--- config.mk ---
export PLATFORM = sky130hd
export DESIGN_NAME = quadrature_detent_decoder_event_queue_unit
export DESIGN_NICKNAME = d
export VERILOG_FILES = /design/src/qdd_pkg.sv /design/src/qdd_front.sv /design/src/qdd_op_fifo.sv /design/src/qdd_back.sv /design/src/quadrature_detent_decoder_event_queue_unit.sv
export SDC_FILE = /design/constraint.sdc
export NUM_CORES = 1
export LEC_CHECK = 0
export ABC_AREA = 1
export ABC_CLOCK_PERIOD_IN_PS = 1850
export BUFFER_PORTS_ARGS = -buffer_cell sky130_fd_sc_hd__buf_2
export CAP_MARGIN = 10
export CORE_MARGIN = 5
export CORE_UTILIZATION = 30
export CTS_CLUSTER_SIZE = 20
export DETAILED_ROUTE_END_ITERATION = 10
export GPL_TIMING_DRIVEN = 1
export REMOVE_ABC_BUFFERS = 1
export SETUP_SLACK_MARGIN = 0.5
export SYNTH_ARGS = -nofsm -noshare
export SYNTH_HDL_FRONTEND = slang
export SYNTH_SLANG_ARGS = --single-unit
--- constraint.sdc ---
create_clock -name clk_i -period 1.85 [get_ports clk_i]
set_clock_uncertainty 0.2 [all_clocks]
set_input_delay 0.185 -clock clk_i [delete_from_list [all_inputs] [get_ports clk_i]]
set_output_delay 0.185 -clock clk_i [all_outputs]
set_load 0.03 [all_outputs]
--- src/qdd_pkg.sv ---
// Shared types and constants for the quadrature detent decoder with event queue.
// Used by every module of the block; depends on nothing else.
`default_nettype none

package qdd_pkg;

  // Event queue size and the widths that follow from it.
  localparam int EVENT_DEPTH = 4;
  localparam int EV_IDX_W    = (EVENT_DEPTH > 1) ? $clog2(EVENT_DEPTH) : 1;
  localparam int EV_FILL_W   = $clog2(EVENT_DEPTH + 1);

  // Length of the phase history.
  localparam int HIST_LEN = 5;

  // Depth of the operation queue between the front and back parts.
  localparam int OPQ_DEPTH = 2;
  localparam int OPQ_PTR_W = $clog2(OPQ_DEPTH);
  localparam int OPQ_CNT_W = $clog2(OPQ_DEPTH + 1);

  // Stream payload widths.
  localparam int IN_TDATA_W  = 8;
  localparam int OUT_TDATA_W = 8;
  localparam int QCOUNT_W    = 3;

  // Input commands.
  localparam logic [1:0] CMD_ROTARY = 2'd0;
  localparam logic [1:0] CMD_SWITCH = 2'd1;
  localparam logic [1:0] CMD_READ   = 2'd2;

  // Encoder phases, pin A in the high bit.
  localparam logic [1:0] PH_LL = 2'd0;
  localparam logic [1:0] PH_LH = 2'd1;
  localparam logic [1:0] PH_HL = 2'd2;
  localparam logic [1:0] PH_HH = 2'd3;

  // Event codes.
  localparam logic [1:0] EV_CW   = 2'd0;
  localparam logic [1:0] EV_CCW  = 2'd1;
  localparam logic [1:0] EV_DOWN = 2'd2;
  localparam logic [1:0] EV_UP   = 2'd3;

  typedef logic [1:0] phase_hist_t [HIST_LEN];

  // Detent patterns, newest phase first.
  localparam phase_hist_t CW_SEQ  = '{PH_HH, PH_HL, PH_LL, PH_LH, PH_HH};
  localparam phase_hist_t CCW_SEQ = '{PH_HH, PH_LH, PH_LL, PH_HL, PH_HH};

  // What the back part must do for one item.
  typedef enum logic [1:0] {
    OP_NONE,
    OP_PUSH,
    OP_POP
  } op_kind_e;

  typedef struct packed {
    op_kind_e   kind;
    logic [1:0] code;
  } op_t;

endpackage

`default_nettype wire

--- src/qdd_front.sv ---
// Front part: accepts input items, tracks the encoder phase history and
// classifies each item into a queue operation. Depends on qdd_pkg.
`default_nettype none

module qdd_front import qdd_pkg::*; (
  input  wire logic                  clk_i,
  input  wire logic                  rst_ni,
  input  wire logic                  item_valid_i,
  input  wire logic [IN_TDATA_W-1:0] item_data_i,
  input  wire logic                  opq_full_i,
  output logic                       item_ready_o,
  output logic                       op_push_o,
  output op_t                        op_o
);

  logic [1:0]  command;
  logic [1:0]  phase;
  logic        switch_level;
  logic        accept;
  logic        phase_new;
  logic        cw_match;
  logic        ccw_match;
  phase_hist_t hist_q;
  phase_hist_t hist_d;

  // Unpack the item fields.
  assign command      = item_data_i[1:0];
  assign phase        = {item_data_i[2], item_data_i[3]};
  assign switch_level = item_data_i[4];

  assign item_ready_o = ~opq_full_i;
  assign accept       = item_valid_i & item_ready_o;
  assign op_push_o    = accept;

  // Shift the history when a rotary item brings a new phase.
  assign phase_new = (command == CMD_ROTARY) && (phase != hist_q[0]);

  always_comb begin
    hist_d    = hist_q;
    hist_d[0] = phase;
    for (int i = 1; i < HIST_LEN; i++) begin
      hist_d[i] = hist_q[i-1];
    end
  end

  // Compare the shifted history with both detent patterns.
  always_comb begin
    cw_match  = 1'b1;
    ccw_match = 1'b1;
    for (int i = 0; i < HIST_LEN; i++) begin
      if (hist_d[i] != CW_SEQ[i])  cw_match  = 1'b0;
      if (hist_d[i] != CCW_SEQ[i]) ccw_match = 1'b0;
    end
  end

  // Classify the item.
  always_comb begin
    op_o.kind = OP_NONE;
    op_o.code = EV_CW;
    case (command)
      CMD_ROTARY: begin
        if (phase_new && (phase == PH_HH)) begin
          if (cw_match) begin
            op_o.kind = OP_PUSH;
            op_o.code = EV_CW;
          end else if (ccw_match) begin
            op_o.kind = OP_PUSH;
            op_o.code = EV_CCW;
          end
        end
      end
      CMD_SWITCH: begin
        op_o.kind = OP_PUSH;
        op_o.code = switch_level ? EV_UP : EV_DOWN;
      end
      CMD_READ: begin
        op_o.kind = OP_POP;
      end
      default: begin
        op_o.kind = OP_NONE;
      end
    endcase
  end

  // Phase history register.
  always_ff @(posedge clk_i or negedge rst_ni) begin
    if (!rst_ni) begin
      for (int i = 0; i < HIST_LEN; i++) begin
        hist_q[i] <= PH_LL;
      end
    end else if (accept && phase_new) begin
      hist_q <= hist_d;
    end
  end

endmodule

`default_nettype wire

--- src/qdd_op_fifo.sv ---
// Short operation queue between the front and back parts.
// Depends on qdd_pkg for the operation type and depth.
`default_nettype none

module qdd_op_fifo import qdd_pkg::*; (
  input  wire logic clk_i,
  input  wire logic rst_ni,
  input  wire logic push_i,
  input  op_t       op_i,
  input  wire logic pop_i,
  output logic      full_o,
  output logic      valid_o,
  output op_t       op_o
);

  op_t                  mem_q [OPQ_DEPTH];
  logic [OPQ_PTR_W-1:0] wr_ptr_q;
  logic [OPQ_PTR_W-1:0] rd_ptr_q;
  logic [OPQ_CNT_W-1:0] count_q;
  logic                 do_push;
  logic                 do_pop;

  assign full_o  = (count_q == OPQ_CNT_W'(OPQ_DEPTH));
  assign valid_o = (count_q != '0);
  assign op_o    = mem_q[rd_ptr_q];
  assign do_push = push_i & ~full_o;
  assign do_pop  = pop_i & valid_o;

  // Storage; entries need no reset.
  always_ff @(posedge clk_i) begin
    if (do_push) begin
      mem_q[wr_ptr_q] <= op_i;
    end
  end

  // Pointers and occupancy.
  always_ff @(posedge clk_i or negedge rst_ni) begin
    if (!rst_ni) begin
      wr_ptr_q <= '0;
      rd_ptr_q <= '0;
      count_q  <= '0;
    end else begin
      if (do_push) begin
        wr_ptr_q <= (wr_ptr_q == OPQ_PTR_W'(OPQ_DEPTH - 1)) ? '0 : wr_ptr_q + 1'b1;
      end
      if (do_pop) begin
        rd_ptr_q <= (rd_ptr_q == OPQ_PTR_W'(OPQ_DEPTH - 1)) ? '0 : rd_ptr_q + 1'b1;
      end
      if (do_push && !do_pop) begin
        count_q <= count_q + 1'b1;
      end else if (do_pop && !do_push) begin
        count_q <= count_q - 1'b1;
      end
    end
  end

endmodule

`default_nettype wire

--- src/qdd_back.sv ---
// Back part: carries out queue operations on the event queue and holds the
// result item in an output register. Depends on qdd_pkg.
`default_nettype none

module qdd_back import qdd_pkg::*; (
  input  wire logic                   clk_i,
  input  wire logic                   rst_ni,
  input  wire logic                   op_valid_i,
  input  op_t                         op_i,
  output logic                        op_pop_o,
  output logic                        res_valid_o,
  input  wire logic                   res_ready_i,
  output logic [OUT_TDATA_W-1:0]      res_data_o
);

  localparam int SUM_W = EV_FILL_W + 1;

  logic [1:0]           event_queue [EVENT_DEPTH];
  logic [EV_IDX_W-1:0]  head_q;
  logic [EV_IDX_W-1:0]  head_d;
  logic [EV_FILL_W-1:0] fill_q;
  logic [EV_FILL_W-1:0] fill_d;
  logic [SUM_W-1:0]     tail_sum;
  logic [EV_IDX_W-1:0]  tail;
  logic                 take;
  logic                 full;
  logic                 wr_en;
  logic                 ev_valid;
  logic [1:0]           ev_code;
  logic                 dropped;
  logic                 res_valid_q;
  logic [OUT_TDATA_W-1:0] res_data_q;
  logic [OUT_TDATA_W-1:0] res_data_d;

  // Take an operation when the output register is free or being emptied.
  assign take     = op_valid_i & (~res_valid_q | res_ready_i);
  assign op_pop_o = take;
  assign full     = (fill_q == EV_FILL_W'(EVENT_DEPTH));

  // Write slot: head plus fill, wrapped once.
  always_comb begin
    tail_sum = SUM_W'(head_q) + SUM_W'(fill_q);
    if (tail_sum >= SUM_W'(EVENT_DEPTH)) begin
      tail_sum = tail_sum - SUM_W'(EVENT_DEPTH);
    end
    tail = tail_sum[EV_IDX_W-1:0];
  end

  // Execute the operation.
  always_comb begin
    head_d   = head_q;
    fill_d   = fill_q;
    wr_en    = 1'b0;
    ev_valid = 1'b0;
    ev_code  = EV_CW;
    dropped  = 1'b0;
    case (op_i.kind)
      OP_PUSH: begin
        if (full) begin
          dropped = 1'b1;
        end else begin
          wr_en  = 1'b1;
          fill_d = fill_q + 1'b1;
        end
      end
      OP_POP: begin
        if (fill_q != '0) begin
          ev_valid = 1'b1;
          ev_code  = event_queue[head_q];
          fill_d   = fill_q - 1'b1;
          head_d   = (head_q == EV_IDX_W'(EVENT_DEPTH - 1)) ? '0 : head_q + 1'b1;
        end
      end
      default: begin
        wr_en = 1'b0;
      end
    endcase
  end

  // Result packing: event_valid, event_code, dropped, queue_count.
  assign res_data_d = OUT_TDATA_W'({QCOUNT_W'(fill_d), dropped, ev_code, ev_valid});

  // Event storage; entries are only read after being written.
  always_ff @(posedge clk_i) begin
    if (take && wr_en) begin
      event_queue[tail] <= op_i.code;
    end
  end

  // Queue pointers and the output register.
  always_ff @(posedge clk_i or negedge rst_ni) begin
    if (!rst_ni) begin
      head_q      <= '0;
      fill_q      <= '0;
      res_valid_q <= 1'b0;
    end else begin
      if (take) begin
        head_q      <= head_d;
        fill_q      <= fill_d;
        res_valid_q <= 1'b1;
      end else if (res_ready_i) begin
        res_valid_q <= 1'b0;
      end
    end
  end

  always_ff @(posedge clk_i) begin
    if (take) begin
      res_data_q <= res_data_d;
    end
  end

  assign res_valid_o = res_valid_q;
  assign res_data_o  = res_data_q;

endmodule

`default_nettype wire

--- src/quadrature_detent_decoder_event_queue_unit.sv ---
// Top level of the quadrature detent decoder with event queue.
// Instantiates qdd_front, qdd_op_fifo and qdd_back; depends on qdd_pkg.
//
// Channel   Direction  Contents
// s_axis    in         pin change, switch change or read item
// m_axis    out        one result item per input item
//
// Each item passes the front part in its accept cycle and is written into the
// two-entry operation queue; the back part takes it from there and loads its
// result into the output register.
// One item is taken per cycle while m_axis_tready stays high; the event
// queue update in the back part is the step that sets it.
// A stall on m_axis fills the operation queue and then drops s_axis_tready.
// Reset clears the phase history to LL and empties both queues.
`default_nettype none

module quadrature_detent_decoder_event_queue_unit import qdd_pkg::*; (
  input  wire logic                   clk_i,
  input  wire logic                   rst_ni,
  input  wire logic                   s_axis_tvalid,
  output logic                        s_axis_tready,
  // [1:0] command, [2] clk_level, [3] dt_level, [4] switch_level
  input  wire logic [IN_TDATA_W-1:0]  s_axis_tdata,
  output logic                        m_axis_tvalid,
  input  wire logic                   m_axis_tready,
  // [0] event_valid, [2:1] event_code, [3] dropped, [6:4] queue_count
  output logic [OUT_TDATA_W-1:0]      m_axis_tdata
);

  logic opq_full;
  logic opq_push;
  logic opq_valid;
  logic opq_pop;
  op_t  front_op;
  op_t  back_op;

  // Accept and classify.
  qdd_front u_front (
    .clk_i        (clk_i),
    .rst_ni       (rst_ni),
    .item_valid_i (s_axis_tvalid),
    .item_data_i  (s_axis_tdata),
    .opq_full_i   (opq_full),
    .item_ready_o (s_axis_tready),
    .op_push_o    (opq_push),
    .op_o         (front_op)
  );

  // Decoupling queue.
  qdd_op_fifo u_op_fifo (
    .clk_i   (clk_i),
    .rst_ni  (rst_ni),
    .push_i  (opq_push),
    .op_i    (front_op),
    .pop_i   (opq_pop),
    .full_o  (opq_full),
    .valid_o (opq_valid),
    .op_o    (back_op)
  );

  // Event queue and result register.
  qdd_back u_back (
    .clk_i       (clk_i),
    .rst_ni      (rst_ni),
    .op_valid_i  (opq_valid),
    .op_i        (back_op),
    .op_pop_o    (opq_pop),
    .res_valid_o (m_axis_tvalid),
    .res_ready_i (m_axis_tready),
    .res_data_o  (m_axis_tdata)
  );

endmodule

`default_nettype wire
==> run summary <==
For this run, the number of Yosys warnings is 0. In this run the worst hold path is classified as input port to flop. For this run, the slowest stage of the critical path takes 370 ps. Number of fillers in the final layout: 618.

The worst min-delay path endpoint is u_back.res_valid_o. The post-layout utilization of the core was 0.461. On the critical path the largest part of the delay comes from simple AND/OR/NAND/NOR gates.

The DRC violation total after the first TritonRoute iteration is 57. The area growth from synthesis to layout is 50.4%. During I/O placement, the number of pins put on the boundary was 22.

For this run, the top clock speed supported by timing is 555 MHz. The max-slew violation count is 0. The nature of the critical path endpoint is a flop.

The number of cells on the worst reg-to-reg path is 8. The overall track demand over capacity in global routing was 0.109. The number of standard cells in the final layout excluding fillers is 368, and the number of cells produced by synthesis is 222.

The number of buffers created by CTS came out at 5. Data arrives at the worst endpoint at 1600 ps. The tools report the maximum clock insertion buffer count as 2.

Setup repair after global routing could not meet its margin everywhere. The count of nets left with antenna violations once routing finished came out at 0. Setup violations remaining at the end of the flow were counted as 0. At the pin with the least slew margin, the transition time is 507 ps. The first detailed-routing pass took 4 iterations. The routed design has 4560 microns of wire.

The synthesized netlist occupies a cell area of 2060 sq um. The H-tree was split into 2 levels. The worst hold path passes through 4 cells.

The tools report the effective utilization at floorplan as 0.306. The routed wire length per instance is 12.4 microns. The headroom to the max-slew limit was 0.661. The area of all sequential standard cells is 1140 sq um, and the total core area is 6720 sq um.

The clock net in this run drives a total of 41 sinks. The portion of the clock cycle consumed by the worst path in the final layout was 0.974; the proportion of synthesized chip area in sequential cells was 0.555. Summing internal, switching and leakage power gives 5850 uW. The number of antenna repair diodes was 0; the maximum number of pins on one net before global-route repair was 19. Power density over cell area: 1890 nW/um^2. Clock latency on the worst-skew pair, taken at its later pin, is 290 ps.

TritonCTS built the clock tree. Clock tree synthesis selected as its root buffer the cell clkbuf_8. For the post-route DRC violation count, the log shows 0. The slowest stage of the critical path is the dfrtp_1 cell. Leaving out fill and tap cells, the most frequent cells in the layout are nand2_1, inv_1, edfxtp_1. The hold violation count in the final report is 0. The critical path goes through inv_2 > or2_4 > o21ai_4 > ha_4 > nand2_4 > nor2_4 > nand2_4 > nor2_4. The run gives 331 as the number of instances in the placed design.

The endpoint identified for the worst register-to-register timing path is u_back.event_queue[0][0]. Each instance of the synthesized netlist takes up on average 9.27 sq um. The die is 92.8 microns tall. The worst hold slack after final layout is 13.2 ps, and the maximum fanout along the worst path is 3. The cell row count is 30, and the reported max-cap violation count is 0. Across the VDD grid, the largest voltage drop is 707 uV.

The worst setup path is of the flop to flop kind. The commonest non-fill, non-tap cell in the layout is nand2_1. The chip width came out at 92.8 microns. In the routed layout, each cell is associated on average with a via count of 4.42. The post-route minimum period is 1800 ps. The run gives 2710 microns as the detailed placement HPWL. The clock-pin slew on the worst setup and hold paths came out at 90 ps. The fraction of final layout cells sized beyond drive strength 1 was 0.497. In this run the critical register-to-register path is launched from u_op_fifo.rd_ptr_q.

The logs give 7480 microns for the wire length of the first global-routing pass and 0.00141 uW for the leakage power. Across all layers, the routed design uses 1628 vias. The worst path buffer plus inverter count is 1. The sort of element at the start of the critical path is a flop. The synthesized netlist contains 23 unique library cells.

The number of antenna violations at the first check in global routing was 0; the quantity of I/O buffers inserted on ports was 17. The startpoint identified for the worst hold timing path is m_axis_tready. The multi-input combinational cells in the finished layout cover a total of 1080 sq um. Total of flip-flops plus latches after synthesis: 41. For the total overflow reported by the global router, the log shows 0.

The die area is 8610 sq um, and the setup slack of the most critical reg-to-reg path is 50 ps. The flow ran to the end, and the final reports show no timing, DRC or antenna violations. STA puts the critical path data required time at 1650 ps. Via count of the first global-routing pass: 1692. The net count of the finished layout is 307. The congestion estimate from routability-driven global placement came to 0.848.
## worst min-delay path: cells and delay by family
| kind | cells | cell delay [ps] |
|---|---|---|
| simple gates | 2 | 180 |
| buf+inv | 2 | 110 |
## synth_stat cells (all sizes together)
cell | instances | area [sq um]
nor2 | 26 | 97.6
nor3 | 2 | 10.0
and2 | 1 | 6.26
xor2 | 3 | 26.3
buf | 2 | 18.8
inv | 35 | 131
conb | 1 | 3.75
nand2 | 61 | 236
dfrtp | 18 | 450
nand4 | 1 | 6.26
o21ai | 19 | 129
xnor2 | 3 | 26.3
edfxtp | 23 | 691
or2 | 2 | 12.5
a21oi | 3 | 15.0
nand3 | 13 | 77.6
a21boi | 1 | 18.8
ha | 8 | 100
## layer usage
metal / global-route usage / share of wire / vias up
li1: - / - / 833
met1: 0.119 / 0.41 / 761
met2: 0.204 / 0.55 / 26
met3: 0.0244 / 0.031 / 8
met4: 0.0403 / 0.014 / 0
met5: 0 / 0 / -
## through the flow
step           setup TNS (ps)  setup WS [ps]  instance area [sq um]
6_report                    0           48.6                   3090
5_1_grt                 -15.1          -6.29                   3090
4_1_cts                     0           46.4                   2880
3_5_place_dp            -2060           -201                   2330
3_3_place_gp            -1240           -129                   2330
2_1_floorplan           -1070           -106                   2040
## how the worst max path moves through the flow
stage / start / endpoint / slack, ps / cells past startpoint
2_1_floorplan: u_op_fifo.rd_ptr_q / u_back.event_queue[2][0] / -110 / 8
3_3_place_gp: u_op_fifo.rd_ptr_q / u_back.event_queue[2][0] / -130 / 8
3_5_place_dp: u_op_fifo.rd_ptr_q / u_back.event_queue[2][1] / -200 / 8
4_1_cts: u_back.fill_q[0] / u_back.event_queue[1][0] / 50 / 5
5_1_grt: u_op_fifo.rd_ptr_q / u_back.res_data_o[5] / -6 / 10
6_report: u_op_fifo.rd_ptr_q / u_back.event_queue[0][0] / 50 / 8
## layout make-up
cell class | instances | share of cell area
multi-input cells | 145 | 0.351
repair buffers | 58 | 0.161
flip-flops and latches | 41 | 0.369
inverters | 35 | 0.0469
clock inverters | 1 | 0.00970
repair inverters | 1 | 0.00243
clock buffers | 7 | 0.0279
well taps | 80 | 0.0323
## report_power, final
| part | internal [uW] | switching [uW] | leakage, uW |
|---|---|---|---|
| Sequential | 1390 | 232 | 0.000443 |
| Clock | 440 | 303 | 0.0000585 |
| Combinational | 1630 | 1870 | 0.000904 |
## flip-flops by register name, indices dropped and copies added (netlist names)
name	cells
u_op_fifo.rd_ptr_q	1
u_front.hist_d	8
u_op_fifo.count_q	2
u_back.fill_q	3
u_back.res_data_o	7
u_back.head_q	2
u_back.res_valid_o	1
u_op_fifo.wr_ptr_q	1
u_op_fifo.mem_q	8
u_back.event_queue	8
## repair_timing
action | 4_1_cts | 5_1_grt
hold buffers | 2 | 0
resized for setup | 72 | 40
pin swaps | 30 | 19
setup endpoints to repair | 51 | 53
hold endpoints to repair | 20 | 0
gates cloned | 2 | 0
buffers inserted | 17 | 8
## logic make-up (layout without fill, tap and decap cells)
kind of cell | after synthesis | count (layout) | synth area share
fa+ha+maj | 8 | 8 | 0.0487
compound gates | 23 | 23 | 0.0791
other cells | 1 | 1 | 0.00182
simple gates | 106 | 107 | 0.217
flops | 41 | 41 | 0.555
xor+xnor | 6 | 6 | 0.0256
buf+inv | 37 | 102 | 0.0730
Note: power is estimated with default switching activity, not from simulation.
